File: config.mk
export PLATFORM = sky130hd
export DESIGN_NAME = greedy_change_maker
export DESIGN_NICKNAME = d
export VERILOG_FILES = /design/src/rtl/gcm_pkg.sv /design/src/rtl/gcm_datapath.sv /design/src/rtl/gcm_ctrl.sv /design/src/rtl/greedy_change_maker.sv
export SDC_FILE = /design/constraint.sdc
export NUM_CORES = 1
export LEC_CHECK = 0
export BUFFER_PORTS_ARGS = -buffer_cell sky130_fd_sc_hd__buf_2
export CAP_MARGIN = 0
export CORE_ASPECT_RATIO = 2
export CORE_MARGIN = 2
export CORE_UTILIZATION = 40
export CTS_BUF_LIST = sky130_fd_sc_hd__clkbuf_4 sky130_fd_sc_hd__clkbuf_8
export DETAILED_ROUTE_END_ITERATION = 16
export RECOVER_POWER = 25
export SETUP_SLACK_MARGIN = 0.02
export SLEW_MARGIN = 20
export SYNTH_ARGS = -nofsm -noshare
export SYNTH_HDL_FRONTEND = slang
export SYNTH_HIERARCHICAL = 1
export SYNTH_SLANG_ARGS = --single-unit
File: constraint.sdc
create_clock -name clock -period 14.1 [get_ports clock]
set_input_delay 0.705 -clock clock [delete_from_list [all_inputs] [get_ports clock]]
set_output_delay 0.705 -clock clock [all_outputs]
set_load 0.1 [all_outputs]
File: src/rtl/gcm_pkg.sv
package gcm_pkg;

   // Widths of the money values and of the slot number.
   localparam int AMOUNT_W   = 24;
   localparam int SLOT_COUNT = 8;
   localparam int SLOT_W     = 3;

   // Number of denomination slots that take part in a request (1 to 8).
   localparam int NUM_DENOMS = 8;

   // A slot count outside 1 to 8 is clamped into that range.
   localparam int ACTIVE_SLOTS = (NUM_DENOMS < 1) ? 1 :
                                 (NUM_DENOMS > SLOT_COUNT) ? SLOT_COUNT : NUM_DENOMS;

   // The divider retires one quotient bit per cycle.
   localparam int DIV_STEPS  = AMOUNT_W;
   localparam int STEP_W     = $clog2(DIV_STEPS);

   localparam logic [SLOT_W-1:0] TOP_SLOT   = SLOT_W'(ACTIVE_SLOTS - 1);
   localparam logic [SLOT_W-1:0] FIRST_SLOT = '0;
   localparam logic [STEP_W-1:0] LAST_STEP  = '0;
   localparam logic [STEP_W-1:0] FIRST_STEP = STEP_W'(DIV_STEPS - 1);

   // Value of each denomination register after reset.
   localparam logic [AMOUNT_W-1:0] DENOM_0_RESET = AMOUNT_W'(1);
   localparam logic [AMOUNT_W-1:0] DENOM_N_RESET = '0;

   // Controller states.
   typedef enum logic [3:0] {
      ST_IDLE  = 4'b0001,
      ST_START = 4'b0010,
      ST_DIV   = 4'b0100,
      ST_PUSH  = 4'b1000
   } gcm_state_type;

   // Commands from the controller to the datapath.
   typedef struct packed {
      logic              load_amount;
      logic              start_slot;
      logic              div_step;
      logic              push;
      logic [SLOT_W-1:0] slot;
   } gcm_cmd_type;

   // Status from the datapath to the controller.
   typedef struct packed {
      logic denom_zero;
      logic rsp_free;
   } gcm_stat_type;

endpackage

File: src/rtl/gcm_datapath.sv
module gcm_datapath (
   input  logic                           clock,
   input  logic                           reset,
   input  logic                           csr_we,
   input  logic [gcm_pkg::SLOT_W-1:0]     csr_index,
   input  logic [gcm_pkg::AMOUNT_W-1:0]   csr_data,
   input  logic [gcm_pkg::AMOUNT_W-1:0]   req_amount,
   input  gcm_pkg::gcm_cmd_type           cmd,
   output gcm_pkg::gcm_stat_type          stat,
   output logic                           rsp_valid,
   input  logic                           rsp_ready,
   output logic [gcm_pkg::SLOT_W-1:0]     rsp_slot_index,
   output logic [gcm_pkg::AMOUNT_W-1:0]   rsp_note_count,
   output logic [gcm_pkg::AMOUNT_W-1:0]   rsp_leftover,
   output logic                           rsp_last
);
   import gcm_pkg::*;

   logic [AMOUNT_W-1:0] denom_ff [SLOT_COUNT];
   logic [AMOUNT_W-1:0] divisor;
   logic [AMOUNT_W-1:0] remain_ff, remain_in;
   logic [AMOUNT_W-1:0] quot_ff, quot_in;
   logic [AMOUNT_W-1:0] part_ff, part_in;
   logic [AMOUNT_W:0]   shifted;
   logic [AMOUNT_W:0]   diff;
   logic                out_valid_ff, out_valid_in;
   logic [SLOT_W-1:0]   out_slot_ff;
   logic [AMOUNT_W-1:0] out_count_ff;
   logic [AMOUNT_W-1:0] out_left_ff;
   logic                out_last_ff;

   // Denomination registers, written from the configuration port.
   always_ff @(posedge clock) begin
      if (reset) begin
         for (int i = 0; i < SLOT_COUNT; i++) begin
            denom_ff[i] <= (i == 0) ? DENOM_0_RESET : DENOM_N_RESET;
         end
      end else if (csr_we) begin
         denom_ff[csr_index] <= csr_data;
      end
   end

   assign divisor         = denom_ff[cmd.slot];
   assign stat.denom_zero = (divisor == '0);
   assign stat.rsp_free   = !out_valid_ff || rsp_ready;

   // One restoring division step: shift in the next dividend bit, subtract if it fits.
   assign shifted = {part_ff, quot_ff[AMOUNT_W-1]};
   assign diff    = shifted - {1'b0, divisor};

   always_comb begin
      remain_in = remain_ff;
      quot_in   = quot_ff;
      part_in   = part_ff;
      if (cmd.load_amount) begin
         remain_in = req_amount;
      end
      if (cmd.start_slot) begin
         // An unused slot pays nothing and keeps the remainder as it is.
         if (stat.denom_zero) begin
            quot_in = '0;
            part_in = remain_ff;
         end else begin
            quot_in = remain_ff;
            part_in = '0;
         end
      end
      if (cmd.div_step) begin
         if (!diff[AMOUNT_W]) begin
            part_in = diff[AMOUNT_W-1:0];
            quot_in = {quot_ff[AMOUNT_W-2:0], 1'b1};
         end else begin
            part_in = shifted[AMOUNT_W-1:0];
            quot_in = {quot_ff[AMOUNT_W-2:0], 1'b0};
         end
      end
      if (cmd.push) begin
         remain_in = part_ff;
      end
   end

   always_ff @(posedge clock) begin
      remain_ff <= remain_in;
      quot_ff   <= quot_in;
      part_ff   <= part_in;
   end

   // Output register: holds a result beat until the receiver takes it.
   assign out_valid_in = cmd.push ? 1'b1 : (rsp_ready ? 1'b0 : out_valid_ff);

   always_ff @(posedge clock) begin
      if (reset) begin
         out_valid_ff <= 1'b0;
      end else begin
         out_valid_ff <= out_valid_in;
      end
   end

   always_ff @(posedge clock) begin
      if (cmd.push) begin
         out_slot_ff  <= cmd.slot;
         out_count_ff <= quot_ff;
         out_last_ff  <= (cmd.slot == FIRST_SLOT);
         out_left_ff  <= (cmd.slot == FIRST_SLOT) ? part_ff : '0;
      end
   end

   assign rsp_valid      = out_valid_ff;
   assign rsp_slot_index = out_slot_ff;
   assign rsp_note_count = out_count_ff;
   assign rsp_leftover   = out_left_ff;
   assign rsp_last       = out_last_ff;

endmodule

File: src/rtl/gcm_ctrl.sv
module gcm_ctrl (
   input  logic                  clock,
   input  logic                  reset,
   input  logic                  req_valid,
   output logic                  req_ready,
   input  gcm_pkg::gcm_stat_type stat,
   output gcm_pkg::gcm_cmd_type  cmd
);
   import gcm_pkg::*;

   gcm_state_type     state_ff, state_in;
   logic [SLOT_W-1:0] slot_ff, slot_in;
   logic [STEP_W-1:0] step_ff, step_in;

   // Sequencer: for each slot, set up, divide bit by bit (an unused slot skips this), then hand off the beat.
   always_comb begin
      state_in        = state_ff;
      slot_in         = slot_ff;
      step_in         = step_ff;
      req_ready       = 1'b0;
      cmd.load_amount = 1'b0;
      cmd.start_slot  = 1'b0;
      cmd.div_step    = 1'b0;
      cmd.push        = 1'b0;
      cmd.slot        = slot_ff;
      unique case (state_ff)
         ST_IDLE: begin
            req_ready = 1'b1;
            if (req_valid) begin
               cmd.load_amount = 1'b1;
               slot_in         = TOP_SLOT;
               state_in        = ST_START;
            end
         end
         ST_START: begin
            cmd.start_slot = 1'b1;
            step_in        = FIRST_STEP;
            state_in       = stat.denom_zero ? ST_PUSH : ST_DIV;
         end
         ST_DIV: begin
            cmd.div_step = 1'b1;
            step_in      = step_ff - 1'b1;
            if (step_ff == LAST_STEP) begin
               state_in = ST_PUSH;
            end
         end
         ST_PUSH: begin
            if (stat.rsp_free) begin
               cmd.push = 1'b1;
               if (slot_ff == FIRST_SLOT) begin
                  state_in = ST_IDLE;
               end else begin
                  slot_in  = slot_ff - 1'b1;
                  state_in = ST_START;
               end
            end
         end
         default: begin
            state_in = ST_IDLE;
         end
      endcase
   end

   always_ff @(posedge clock) begin
      if (reset) begin
         state_ff <= ST_IDLE;
         slot_ff  <= '0;
         step_ff  <= '0;
      end else begin
         state_ff <= state_in;
         slot_ff  <= slot_in;
         step_ff  <= step_in;
      end
   end

endmodule

File: src/rtl/greedy_change_maker.sv
// Greedy change maker.
// A request beat on req_ carries an amount. The block splits it over the
// programmed denominations, from the highest slot down to slot 0, and sends
// one rsp_ beat per slot: the slot number, the count of units paid from that
// slot, and on the slot 0 beat (rsp_last high) the amount left unpaid.
// The user must write denominations on the csr_ port only while no request
// is in flight; the block itself does not enforce this. A zero marks an
// unused slot, which reports a count of 0. Each slot goes through a setup
// step, the shared one-bit-per-cycle restoring divider, and a step that
// loads the output register; an unused slot skips the divider. A new
// request is taken once the slot 0 beat has been loaded into the output
// register.
// When the receiver stalls, the finished beat waits in the output register
// and the sequencer holds before loading the next one.
// Reset empties the output register, returns the sequencer to idle, sets
// denom_0 to 1 and the other denominations to 0.
module greedy_change_maker (
   input  logic                         clock,
   input  logic                         reset,
   input  logic                         csr_we,
   input  logic [gcm_pkg::SLOT_W-1:0]   csr_index,
   input  logic [gcm_pkg::AMOUNT_W-1:0] csr_data,
   input  logic                         req_valid,
   output logic                         req_ready,
   input  logic [gcm_pkg::AMOUNT_W-1:0] req_amount,
   output logic                         rsp_valid,
   input  logic                         rsp_ready,
   output logic [gcm_pkg::SLOT_W-1:0]   rsp_slot_index,
   output logic [gcm_pkg::AMOUNT_W-1:0] rsp_note_count,
   output logic [gcm_pkg::AMOUNT_W-1:0] rsp_leftover,
   output logic                         rsp_last
);
   import gcm_pkg::*;

   gcm_cmd_type  cmd;
   gcm_stat_type stat;

   // Sequencer.
   gcm_ctrl u_ctrl (
      .clock     (clock),
      .reset     (reset),
      .req_valid (req_valid),
      .req_ready (req_ready),
      .stat      (stat),
      .cmd       (cmd)
   );

   // Registers, divider and output stage.
   gcm_datapath u_datapath (
      .clock          (clock),
      .reset          (reset),
      .csr_we         (csr_we),
      .csr_index      (csr_index),
      .csr_data       (csr_data),
      .req_amount     (req_amount),
      .cmd            (cmd),
      .stat           (stat),
      .rsp_valid      (rsp_valid),
      .rsp_ready      (rsp_ready),
      .rsp_slot_index (rsp_slot_index),
      .rsp_note_count (rsp_note_count),
      .rsp_leftover   (rsp_leftover),
      .rsp_last       (rsp_last)
   );

endmodule

---- Word level (Yosys, flattened, before mapping) ----
Memories as Yosys holds them, arrays and structs flattened. A register that Yosys moved wholly into a read port is not among the register bits.
Index checks and enable logic that the tools add are counted.
word-level totals
  memories kept ........................... 1
  bits in registers ....................... 137
  RAM bits ................................ 192
  output and inout port bits .............. 54
memory list
  name                 depth  width  read ports  clocked after memory_dff  write ports  RTL line            RTL
  u_datapath.denom_ff  8      24     1           1                         8            gcm_datapath.sv:19  logic [AMOUNT_W-1:0] denom_ff [SLOT_COUNT];
cells by class
  mux-type cells .......................... 40
  eq/ne operators ......................... 8
  add/sub/neg operators ................... 3
  reductions and logical operators ........ 13
operator list
  kind                   number
  $mux W24               10
  $sub A25 B24 Y25       1
  $logic_not A24 Y1      1
  $reduce_or A24 Y1      1
  $mux W3                6
  $mux W1                16
  $mux W4                4
  $pmux W4 S4            1
  $pmux W5 S2            1
  $reduce_bool A2 Y1     5
  $ne A2 B2 Y1 const B   3
  $pmux W3 S2            1
  $logic_not A5 Y1       1
  $sub A5 B1 Y5 const B  1
  $eq A4 B1 Y1 const B   1
  $eq A4 B2 Y1 const B   1
  $eq A4 B3 Y1 const B   1
  $eq A4 B4 Y1 const B   1
  $reduce_and A4 Y1      1
  $logic_not A3 Y1       1
  $reduce_and A3 Y1      1
  $sub A3 B1 Y3 const B  1
  $mux W2                1
  $ne A2 B1 Y1 const B   1
  2 further kinds        2

---- Longest topological paths before layout ----
Gate-level depths: netlist (run 1).
  depth in word-level cells ............... 6
  depth in mapped cells ................... 20
  gate-level depth less buffers ........... 13

---- Cells and area by module ----
The synthesis (run 1) kept the hierarchy.
by module, submodules not included
  module        times used  area each (um^2)  cells an instance  sequential area each (um^2)
  gcm_datapath  1           15396.0           1128               9509.1
  gcm_ctrl      1           799.5             102                240.2

---- Worst setup path after synthesis (run 1) ----
No wires, ideal clock.
  kind .................................... register to register
  from .................................... register u_datapath.out_valid_ff (netlist: u_datapath/rsp_valid)
  to ...................................... register u_datapath.remain_ff[0] (enable)
  buffers on the path ..................... 2
  period minus slack after synthesis ...... 4814 ps
  arrival ................................. 4455 ps
  cell stages (with the launch flop) ...... 7
  slack ................................... 9286 ps
  path through ............................ dfxtp_1 nand2b_1 inv_1 nor2_1 clkbuf_1 clkbuf_1 or2_2
RTL lines
  what                    RTL line            RTL
  start, declared         gcm_datapath.sv:26  logic out_valid_ff, out_valid_in;
  start signal, assigned  gcm_datapath.sv:95  out_valid_ff <= out_valid_in;
  end signal, assigned    gcm_datapath.sv:83  remain_ff <= remain_in;
  end, declared           gcm_datapath.sv:21  logic [AMOUNT_W-1:0] remain_ff, remain_in;

==> results of run 1 <==
## worst min path at each step
stage                                          to  cells past startpoint  slack (ns)              startpoint
floorplan           u_datapath/rsp_note_count[21]                      0        0.43  u_datapath/quot_ff[21]
global route             u_datapath/remain_ff[18]                      2        0.42          req_amount[18]
global placement    u_datapath/rsp_note_count[17]                      0        0.44  u_datapath/quot_ff[17]
finish                   u_datapath/remain_ff[12]                      2        0.43          req_amount[12]
CTS                      u_datapath/remain_ff[12]                      2        0.39          req_amount[12]
detailed placement   u_datapath/rsp_note_count[9]                      0        0.44   u_datapath/quot_ff[9]
## power groups by stage
stage / logic [W] / clock network (W) / registers [W]
4_1_cts: 0.000480 / 0.000736 / 0.00116
3_5_place_dp: 0.000479 / 0 / 0.00118
5_1_grt: 0.000516 / 0.000766 / 0.00117
3_3_place_gp: 0.000477 / 0 / 0.00118
6_report: 0.000478 / 0.000715 / 0.00116
2_1_floorplan: 0.000348 / 0 / 0.00117
## routing by layer
layer  up-vias  wire, um
met3       118      1350
met1      5140     14200
li1       4813         -
met2       272     24300
met5         -        41
met4         6      1920
## state kept, by name, indices dropped and copies added (netlist names), 4 cells and up
name	flops
u_ctrl/state_ff	4
u_datapath/quot_ff	24
u_datapath/rsp_leftover	24
u_ctrl/step_ff	5
u_datapath/denom_ff	192
u_datapath/part_ff	24
u_datapath/rsp_note_count	24
u_datapath/remain_ff	24
## synth_stat cells (all sizes together), types with 25 or more instances
cell,number
edfxtp,316
o21ai,41
mux2,25
nor3,26
nand3,25
nand2,99
nor2,37
mux4,49
clkbuf,50
ha,28
and2,216
a21oi,44
## cells by family (layout without fill, tap and decap cells)
kind of cell    Yosys count  count (layout)  share of synthesized area [%]
buf+inv                  96             230                           2.56
fa+ha+maj                29              29                           2.29
xor+xnor                 18              18                          0.973
other cells               0               2                              0
compound gates          165             165                           6.85
simple gates            495             495                           17.1
mux                      98              98                           10.0
flops                   329             329                           60.2
## placed cells by master, fill, tap and decap left out, drive strengths merged, types with 9 or more instances in the layout
cell type / synthesis / layout
clkbuf: 50 / 75
nor4: 9 / 9
o21ai: 41 / 41
nand2: 99 / 99
dfxtp: 13 / 13
nor2: 37 / 37
nand3: 25 / 25
and2: 216 / 216
edfxtp: 316 / 316
inv: 23 / 25
clkinv: 0 / 13
or2: 12 / 12
and3: 10 / 10
ha: 28 / 28
o211ai: 16 / 16
mux2i: 24 / 24
nor3: 26 / 26
nand2b: 13 / 13
a21oi: 44 / 44
nand4: 22 / 22
mux4: 49 / 49
mux2: 25 / 25
xnor2: 13 / 13
buf: 23 / 117
## per-stage QoR
stage | worst slack [ns] | util (%) | power, W | std cells
after detailed placement | 8.81 | 43.0 | 0.00166 | 1814
after floorplan | 9.29 | - | 0.00151 | 1230
after global routing | 7.52 | 45.0 | 0.00245 | 1896
final | 7.94 | 45.0 | 0.00235 | 1896
after CTS | 8.79 | 45.2 | 0.00238 | 1894
after global placement | 8.87 | 43.0 | 0.00166 | 1814
## cell type report
| cell class | count | area share, % |
|---|---|---|
| Antenna cell | 2 | 0.0278 |
| Clock buffer | 65 | 4.34 |
| Clock inverter | 15 | 0.437 |
| Inverter | 23 | 0.479 |
| Multi-Input combinational cell | 805 | 33.4 |
| Sequential cell | 329 | 54.1 |
| Tap cell | 530 | 3.68 |
| Timing Repair Buffer | 127 | 3.58 |
==> impl_results.md, run 1 <==
- Number of buffers added on ports: 109
- GR met3 Demand/Resource: around 2.4%
- Final hold violation count: 0
- CP delay by family, top: buffers and inverters
- Pre-antenna DRT Iters: 5
- Flop2flop setup slack: 7.94 ns
- Total wire length: ~42 mm
- CP startpoint kind: register
- CP max FO: 26
- Failing checks: capacitance limit, slew limit
- EDFF count, synth: between 300 and 400
- Crit path from: u_ctrl/slot_ff[0]
- FFs w/ async S/R, synth: 0%
- Fin area: ~18000 um^2
- Grt total ovfl: 0
- Hold Buf Count CTS: 0
- Area taken by multi-input logic gates: 6020 um^2
- GPL Wtd Cong: 0.872
- Fill cells: about 3800
- DP Area: 17200 um^2
- Routed wire per std cell: 22.1 um
- Switch Pwr: 0.000683 W
- Distinct cell type count after synthesis: 80
- Post-synthesis cell count: 1230
- Share of the synthesized area in the top cell type: 58.6%
- Maximum clock insertion buffer count: 3
- Global route hottest layer: met2
- Number of global-route vias before repair: around 11000
- Pwr Density: around 130 nW/um^2
- Cell area after synthesis: 16200 um^2
- Via/cell ratio: around 5.5
- Syn_nets: 1315
- RSZ-0062 raised after global routing: no
- Synth warnings: 6
- Syn Area/Cell: 13.2 um^2
- Kind of critical path: register to register
- Ys flop type: edfxtp_1
- CP arrival: roughly 6.5 ns
- Starting density of the core: 40.4%
- Crit path capture: u_datapath/part_ff[7]
- CTS Buf Count: 46
- Main area contributors after synthesis: edfxtp_1 59%, and2_1 8.3%, mux4_2 6.8%
- Setup_tns: 0 ns
- Sw frac: 29.0%
- Drt initial violations: 514
- Worst hold slack: 0.431 ns
- Post-DP HPWL: 28.7 mm
- Seq/Total Area, Yosys: 60.2%
- Nets: roughly 1400
- Crit-path cells: clkbuf_1, inv_2, mux2i_1, ha_1, a21oi_2, nand2_1, o2111ai_2, a21oi_1, or4_1, nand3_1, nand2_1, a311o_1
- Comb pwr share: 20.3%
- First-pass GRT wire length: 62.8 mm
- Die width: about 150 um
- GRT Util Overall: approximately a fifth
- Largest stage delay on the critical path: 1.39 ns
- Status: finished with violations
- Fmax: roughly 160 MHz
- H-tree depth: 2
- Final worst-path cycle share: between 40 and 50%
- Initial antenna violation count: 6
- Post CTS Setup Buffer Count: 0
- Synthesis-stage register bit count: 329
- Pint: 0.00167 W
- Max-cap violation count: 3
- Sequential share of power: 49.3%
- Min-Delay Path Class: primary input to register
- Max Clock Skew: 0.0224 ns
- Largest net degree at the start of global routing: 87
- Row cnt: ~100
- Post-CTS resize count: 0
- Drt drc: 0
- IR drop worst, VDD: 0.0000564 V
- Setup crit end kind: register
- Reg2Reg Depth: 12
- Layout cell share with drive strength beyond 1: 21.7%
- Crit-path slowest cell: clkbuf_1
- Buf/Inv on CP: 2
- Area Overhead vs Synth: 11.3%
- Crit. path cell count: 12
- Minimum clock period: 6.16 ns
- Final setup viols: 0
- Leakage: 6.32 nW
- Worst-Skew Late Latency: 0.60 ns
- Worst r2r dst: u_datapath/part_ff[7]
- Slew HR: -30.5%
- Met1 GRT Util: 18.5%
- Vias: 10300
- Die height: 289 um
- Least-Margin Pin Slew: 1.96 ns
- Synth area leader: edfxtp_1
- Cell mode on critical path: nand2_1
- Routing usage on met2: around 40%
- Boundary Pins: 110
- Slew Viols, Final: 79
- CTS tree: done
- R2R Path Start: u_ctrl/slot_ff[0]
- Crit path required time: between 10 and 15 ns
- Die Area: approximately 42000 um^2
- Core area: about 40000 um^2
- Sink Count: 329
- CTS root buf: clkbuf_8
- Register area: 9750 um^2
- Clock-pin slew on the worst setup and hold paths: 0.08 ns
- Post-DRT Antenna Nets: 0
- Clk pwr share: 30.4%
(Power assumes the default switching activity.)
==> run 2, diff against run 1 <==
ABC_AREA = 1   (was unset)
clock period = 6.1 ns   (was 14.1 ns; I/O delays follow)
==> run 2 against run 1 <==
Against the previous run:
- the run still ends with capacitance limit, slew limit left
- non-clock buffer count grew 30
- cell count grew 39%
- hold slack lost 0.40 ns
- critical path depth grew 3
- power grew to 2.8 times the previous value
- count of clock-buffer cells in the layout shrank 7
- global-route usage grew 1.1 points
- wire length grew 8.5%
- area after synthesis grew 2.6%
- via count grew 25%
- worst setup slack lost 6.8 ns
- largest power group unchanged
- highest routed layer is now met4
==> impl_results.md, run 2 <==
- Status: finished with violations
- Failing checks: capacitance limit, slew limit
- Die height: 292 um (+1.3%)
- Synth area leader: edfxtp_1
- Syn Area/Cell: 8.58 um^2 (-35%)
- Final core utilization: 45.7% (+0.71 points)
- Most frequent cells in the layout: 591 x nand2_1, 391 x nor2_1, 316 x edfxtp_1
- Crit path from: u_ctrl/slot_ff[2]
- Pint: 0.00418 W (+150%)
- Ys flop type: edfxtp_1
- Routed wire per std cell: 17.2 um (-22%)
- Syn_nets: 2021 (+54%)
- Least-Margin Pin Slew: 1.86 ns (-0.0979 ns)
- Distinct cell type count after synthesis: 33 (-59%)
- Number of global-route vias before repair: 13000 (+21%)
- Row cnt: 105 (+0.96%)
- Most frequent cell after synthesis: nand2_1
- Minimum clock period: 4.91 ns (-1.25 ns)
- Sink Count: 329 (unchanged)
- Core area: 41000 um^2 (+2.3%)
- Main area contributors after synthesis: edfxtp_1 57%, nand2_1 13%, nor2_1 8.8%
- CTS Buf Count: 44 (-4.3%)
- CTS tree: done
- R2R Path Start: u_ctrl/slot_ff[2]
- Max-cap violation count: 9 (+6)
- Share of the synthesized area in the top cell type: 57.1% (-1.5 points)
- Vias: 13000 (+25%)
- Largest net degree at the start of global routing: 77 (-11%)
- Post CTS Setup Buffer Count: 0 (unchanged)
- Buf/Inv on CP: 1 (-1)
- Die Area: 43300 um^2 (+2.5%)
- Worst hold slack: 0.0319 ns (-0.399 ns)
- Slew HR: -24.0% (+6.5 points)
- Min-Delay Path Class: primary input to register
- Drt drc: 0 (unchanged)
- Fill cells: 4114 (+8.8%)
- H-tree depth: 2 (unchanged)
- Post-CTS resize count: 0 (unchanged)
- Worst-Skew Late Latency: 0.63 ns (+0.03 ns)
- Cell mode on critical path: nand2_1
- Final worst-path cycle share: 80.5% (+37 points)
- Cell area after synthesis: 16600 um^2 (+2.6%)
- Final hold violation count: 0 (unchanged)
- Final setup viols: 0 (unchanged)
- Starting density of the core: 40.5% (+0.12 points)
- Pwr Total: 0.00667 W (+180%)
- Boundary Pins: 110 (unchanged)
- RSZ-0062 raised after global routing: no
- Seq/Total Area, Yosys: 58.7% (-1.5 points)
- CP delay by family, top: simple AND/OR/NAND/NOR gates
- GRT Util Overall: 20.9% (+1.1 points)
- Maximum clock insertion buffer count: 3 (unchanged)
- Final non-filler cell total: 2633 (+39%)
- Post-DP HPWL: 30.7 mm (+6.8%)
- Post-DRT Antenna Nets: 0 (unchanged)
- Setup_tns: 0 ns (unchanged)
- Comb pwr share: 33.3% (+13 points)
- EDFF count, synth: 316 (unchanged)
- Die width: 148 um (+1.3%)
- Leakage: 8.48 nW (+34%)
- Area Overhead vs Synth: 12.7%
- Sw frac: 37.4% (+8.3 points)
- Initial antenna violation count: 1 (-5)
- Slew Viols, Final: 237 (+200%)
- Max Clock Skew: 0.0496 ns (+0.0271 ns)
- FFs w/ async S/R, synth: 0% (unchanged)
- Hold wc startpoint: req_amount[3]
- Layout cell share with drive strength beyond 1: 10.3% (-11 points)
- Nets: 2146 (+51%)
- CTS root buf: clkbuf_8
- Most frequent cells after synthesis: 592 x nand2_1, 391 x nor2_1, 316 x edfxtp_1
- Number of buffers added on ports: 109 (unchanged)
- Crit-path slowest cell: clkbuf_1
- Largest register FFs: 192 (unchanged)
- Pwr Density: 356 nW/um^2 (+170%)
- Setup crit end kind: register
- CP startpoint kind: register
- Largest stage delay on the critical path: 1.34 ns (-0.05 ns)
- Fmax: 204 MHz (+25%)
- Crit-path cells: clkbuf_1, nand3_1, nand2_1, ha_1, nand2_1, nor2_1, nand3_1, nand2_1, nand2_1, nand3_1, nand2_1, nand2_1, nand2_1, nand3_1, nand2_1
- Crit path required time: 6.44 ns (-8.00 ns)
- CP arrival: 5.25 ns (-1.25 ns)
- CP max FO: 29 (+12%)
- Via/cell ratio: 4.93 (-9.7%)
- Grt total ovfl: 0 (unchanged)
- Top reg by flops: u_datapath/denom_ff
- IR drop worst, VDD: 0.000133 V (+140%)
- First-pass GRT wire length: 69.8 mm (+11%)
- Post-synthesis cell count: 1936 (+57%)
- Total wire length: 45.4 mm (+8.5%)
- Cells after DPL: 2528 (+39%)
- Kind of critical path: register to register
- Synth warnings: 6 (unchanged)
- Clk pwr share: 25.8% (-4.6 points)
- Synthesis-stage register bit count: 329 (unchanged)
- Most common cell after layout, fill and taps aside: nand2_1
- GPL Wtd Cong: 0.957 (+9.7%)
- Switch Pwr: 0.00249 W (+260%)
- Clock-pin slew on the worst setup and hold paths: 0.07 ns (about the same)
- Sequential share of power: 40.9% (-8.4 points)
- Drt initial violations: 754 (+47%)
- Pre-antenna DRT Iters: 6 (+1)
==> run 2: cell count changes after synthesis, sizes merged, moves of 35 or more <==
cell	before	now
o21ai	41	76
nor2	37	395
mux4	49	0
and2	216	5
nand2	99	596
nand3	25	131
inv	23	233
==> run 2: cell type report <==
cell class                 count  area [um^2]  area share, %
antenna                        1         2.50         0.0134
inverter                     234          878           4.69
clock inverter                24          186          0.995
clock buffer                  58          711           3.79
tap                          535          669           3.57
multi-input combinational   1295         5600           29.9
timing repair buffer         157          926           4.94
sequential                   329         9750           52.1
==> run 2: path summary, 6_finish.rpt <==
| check | endpoint | slack (ns) | cells past startpoint |
|---|---|---|---|
| worst max-delay path | u_datapath/part_ff[5] | 1.19 | 15 |
| worst min-delay path | u_datapath/remain_ff[3] | 0.03 | 3 |
| worst max register to register | u_datapath/part_ff[5] | 1.19 | 15 |
| worst min register to register | u_datapath/rsp_note_count[15] | 0.45 | 0 |
==> run 2: worst reg2reg max path, stage by stage, from the launching register on <==
cell	delay, ns
dfxtp_1	0.34
clkbuf_1	1.34
nand3_1	0.33
nand2_1	0.23
ha_1	0.24
nand2_1	0.15
nor2_1	0.33
nand3_1	0.12
nand2_1	0.23
nand2_1	0.14
nand3_1	0.12
nand2_1	0.05
nand2_1	0.65
nand2_1	0.19
nand3_1	0.14
nand2_1	0.06
==> run 2: cells by family (layout without fill, tap and decap cells) <==
family          after synthesis  count (layout)  share of synthesized area [%]
other cells                   0               1                              0
xor+xnor                     12              12                          0.633
buf+inv                     312             473                           7.58
compound gates              104             104                           3.19
fa+ha+maj                    29              29                           2.23
flops                       329             329                           58.7
simple gates               1150            1150                           27.7
==> run 2: power groups by stage <==
| stage | sequential, W | clock [W] | combinational (W) |
|---|---|---|---|
| after global routing | 0.00275 | 0.00184 | 0.00250 |
| after detailed placement | 0.00278 | 0 | 0.00221 |
| after global placement | 0.00277 | 0 | 0.00219 |
| after floorplan | 0.00273 | 0 | 0.00162 |
| after CTS | 0.00273 | 0.00176 | 0.00223 |
| final | 0.00273 | 0.00172 | 0.00222 |
==> run 2: metrics by stage <==
step,area [um^2],setup WS (ns)
after floorplan,16600,0.227
after global placement,17700,1.59
after detailed placement,17700,1.49
after CTS,18800,1.44
after global routing,18700,0.768
final,18700,1.19
==> run 2: repair_timing <==
item	CTS	global route
hold endpoints to repair	21	0
hold buffers	22	0
endpoints found under the setup margin	0	0
==> run 2: routing by layer <==
metal	part of all wire (%)	GRT usage [%]	up-vias
li1	-	-	6405
met4	4.0	9.41	0
met5	0	0	-
met3	3.6	2.24	102
met2	56	40.9	331
met1	37	21.9	6141
==> run 3, diff against run 2 <==
ABC_AREA = 0   (was 1)
clock period = 4.18 ns   (was 6.1 ns; I/O delays follow)
==> run 3 against run 2 <==
Against the previous run:
- flip-flop and latch count stayed put
- non-clock buffer count increased by 90
- clock skew decreased by 0.017 ns
- cell count decreased by 24%
- combinational power fell by 14%
- the flow still finishes with violations (capacitance limit, slew limit)
- count of clock-buffer cells in the layout down 3
- die area decreased by 2.5%
- utilization rose by 2.2 points
- first-iteration DRC count is 0.66% lower
- largest cell class unchanged
- final area up 2.4%
==> impl_results.md, run 3 (synthesis gave the netlist of run 1 again) <==
- Starting density of the core: 40.4% (-0.12 points)
- Core area: 40100 um^2 (-2.2%)
- IR drop worst, VDD: 0.000187 V (+40%)
- Via/cell ratio: 5.37 (+8.9%)
- Place WS: -0.0136 ns (-1.51 ns)
- Pwr Density: 428 nW/um^2 (+20%)
- GPL Wtd Cong: 0.892 (-6.8%)
- Routed wire per std cell: 21.6 um (+25%)
- Maximum clock insertion buffer count: 3 (unchanged)
- Min-Delay Path Class: primary input to register
- Total wire length: 43.5 mm (-4.1%)
- CP startpoint kind: register
- Least-Margin Pin Slew: 1.63 ns (-0.232 ns)
- Worst hold slack: 0.0226 ns (-0.00925 ns)
- R2R Path Start: u_ctrl/slot_ff[0]
- Final core utilization: 47.9% (+2.2 points)
- Largest register FFs: 192 (unchanged)
- Drt initial violations: 749 (-0.66%)
- Flop2flop setup slack: 0.16 ns (-1.03 ns)
- Sw frac: 28.9% (-8.4 points)
- Leakage: 6.86 nW (-19%)
- Slew Viols, Final: 180 (-24%)
- Global route hottest layer: met2
- Area Overhead vs Synth: 18.5%
- Comb pwr share: 23.4% (-9.9 points)
- Die Area: 42200 um^2 (-2.5%)
- WHS Path Cells: 2 (-1)
- Switch Pwr: 0.00238 W (-4.8%)
- CTS Buf Count: 45 (+2.3%)
- Kind of critical path: register to register
- Drt drc: 0 (unchanged)
- Final setup viols: 0 (unchanged)
- Initial antenna violation count: 2 (+1)
- Max-cap violation count: 7 (-2)
- Die height: 289 um (-1.3%)
- Vias: 10800 (-17%)
- Setup crit end kind: register
- Number of global-route vias before repair: 11300 (-13%)
- Layout cell share with drive strength beyond 1: 25.6% (+15 points)
- Fmax: 249 MHz (+22%)
- Failing checks: capacitance limit, slew limit
- Setup_tns: 0 ns (unchanged)
- Routing usage on met2: 42.5% (+1.6 points)
- Top reg by flops: u_datapath/denom_ff
- Most frequent cells in the layout: 316 x edfxtp_1, 149 x and2_1, 108 x buf_2
- CTS root buf: clkbuf_8
- Reg2Reg Depth: 13 (-2)
- First-pass GRT wire length: 66.1 mm (-5.3%)
- Final hold violation count: 0 (unchanged)
- CTS tree: done
- Crit path from: u_ctrl/slot_ff[0]
- Sequential share of power: 47.8% (+6.9 points)
- Worst-Skew Late Latency: 0.60 ns (-0.03 ns)
- Crit path required time: 4.62 ns (-1.82 ns)
- Clk pwr share: 28.9% (+3.1 points)
- Final setup margin: 0.160 ns (-1.03 ns)
- Clock-pin slew on the worst setup and hold paths: 0.07 ns (about the same)
- Slew HR: -8.57% (+15 points)
- Pint: 0.00584 W (+40%)
- Final worst-path cycle share: 96.2% (+16 points)
- Minimum clock period: 4.02 ns (-0.893 ns)
- Post-DP HPWL: 30.1 mm (-1.9%)
- GR met3 Demand/Resource: 2.31% (+0.063 points)
- Largest net degree at the start of global routing: 85 (+10%)
- Hold wc startpoint: csr_data[5]
- Pre-antenna DRT Iters: 5 (-1)
- GRT Util Overall: 20.7% (-0.22 points)
- Crit path capture: u_datapath/part_ff[23]
- Nets: 1536 (-28%)
- Met1 GRT Util: 20.1% (-1.8 points)
- H-tree depth: 2 (unchanged)
- CP arrival: 4.46 ns (-0.79 ns)
- Number of buffers added on ports: 109 (unchanged)
- Boundary Pins: 110 (unchanged)
- Max Clock Skew: 0.0324 ns (-0.0171 ns)
- Post-DRT Antenna Nets: 0 (unchanged)
- Worst r2r dst: u_datapath/part_ff[23]
- Most common cell after layout, fill and taps aside: edfxtp_1
- Status: finished with violations
- CP max FO: 12 (-59%)
- RSZ-0062 raised after global routing: no
- Row cnt: 104 (-0.95%)
- Pwr Total: 0.00821 W (+23%)
- Die width: 146 um (-1.2%)
- Sink Count: 329 (unchanged)
- Grt total ovfl: 0 (unchanged)
==> run 3: power groups by stage <==
| stage | registers, W | clock network, W | logic [W] |
|---|---|---|---|
| after floorplan | 0.00393 | 0 | 0.00118 |
| after global placement | 0.00400 | 0 | 0.00181 |
| after detailed placement | 0.00401 | 0 | 0.00183 |
| after CTS | 0.00392 | 0.00243 | 0.00190 |
| after global routing | 0.00394 | 0.00255 | 0.00209 |
| final | 0.00392 | 0.00237 | 0.00192 |
==> run 3: per-layer routing <==
metal	share of wire, %	vias up
li1	-	5051
met1	34	5336
met2	58	315
met3	3.5	105
met4	4.2	2
met5	0.030	-
==> run 3: worst max-delay path, cell delays in order, from the launching register on <==
cell and delay [ns]:
dfxtp_1 0.36, buf_12 0.17, mux4_2 0.50, mux2i_1 0.27, ha_1 0.26, o211ai_1 0.12, a21oi_1 0.25, o21ai_1 0.17
o311ai_2 0.46, a2111oi_2 0.13, buf_4 0.16, or3_1 0.35, a2111oi_0 0.47, a311o_1 0.18
==> run 3: worst min path at each step <==
stage                                          endpoint  slack [ns]
final                         u_datapath/denom_ff[3][5]        0.02
after CTS                     u_datapath/denom_ff[0][7]       0.002
after detailed placement  u_datapath/rsp_note_count[15]        0.44
after floorplan                      u_ctrl/state_ff[1]        0.29
after global routing          u_datapath/denom_ff[7][5]        0.02
after global placement     u_datapath/rsp_note_count[3]        0.43
==> run 3: final cells by class <==
type	instances	area (um^2)
Timing Repair Buffer	247	1750
Clock inverter	24	143
Tap cell	530	663
Sequential cell	329	9750
Multi-Input combinational cell	805	6090
Clock buffer	55	694
Inverter	23	86.3
Antenna cell	1	2.50
Fill cell	3680	20900
==> run 3: timing repair <==
| item | 4_1_cts | 5_1_grt |
|---|---|---|
| gates cloned | 0 | 0 |
| resized for setup | 1 | 10 |
| hold buffers | 44 | 0 |
| setup endpoints to repair | 7 | 24 |
| buffers inserted | 4 | 0 |
| hold endpoints to repair | 172 | 0 |
==> run 3: per-stage QoR <==
step / instance area [um^2] / instances
after floorplan: 16200 / 1230
after global placement: 17900 / 1886
after detailed placement: 17900 / 1886
after CTS: 19200 / 2013
after global routing: 19200 / 2014
final: 19200 / 2014
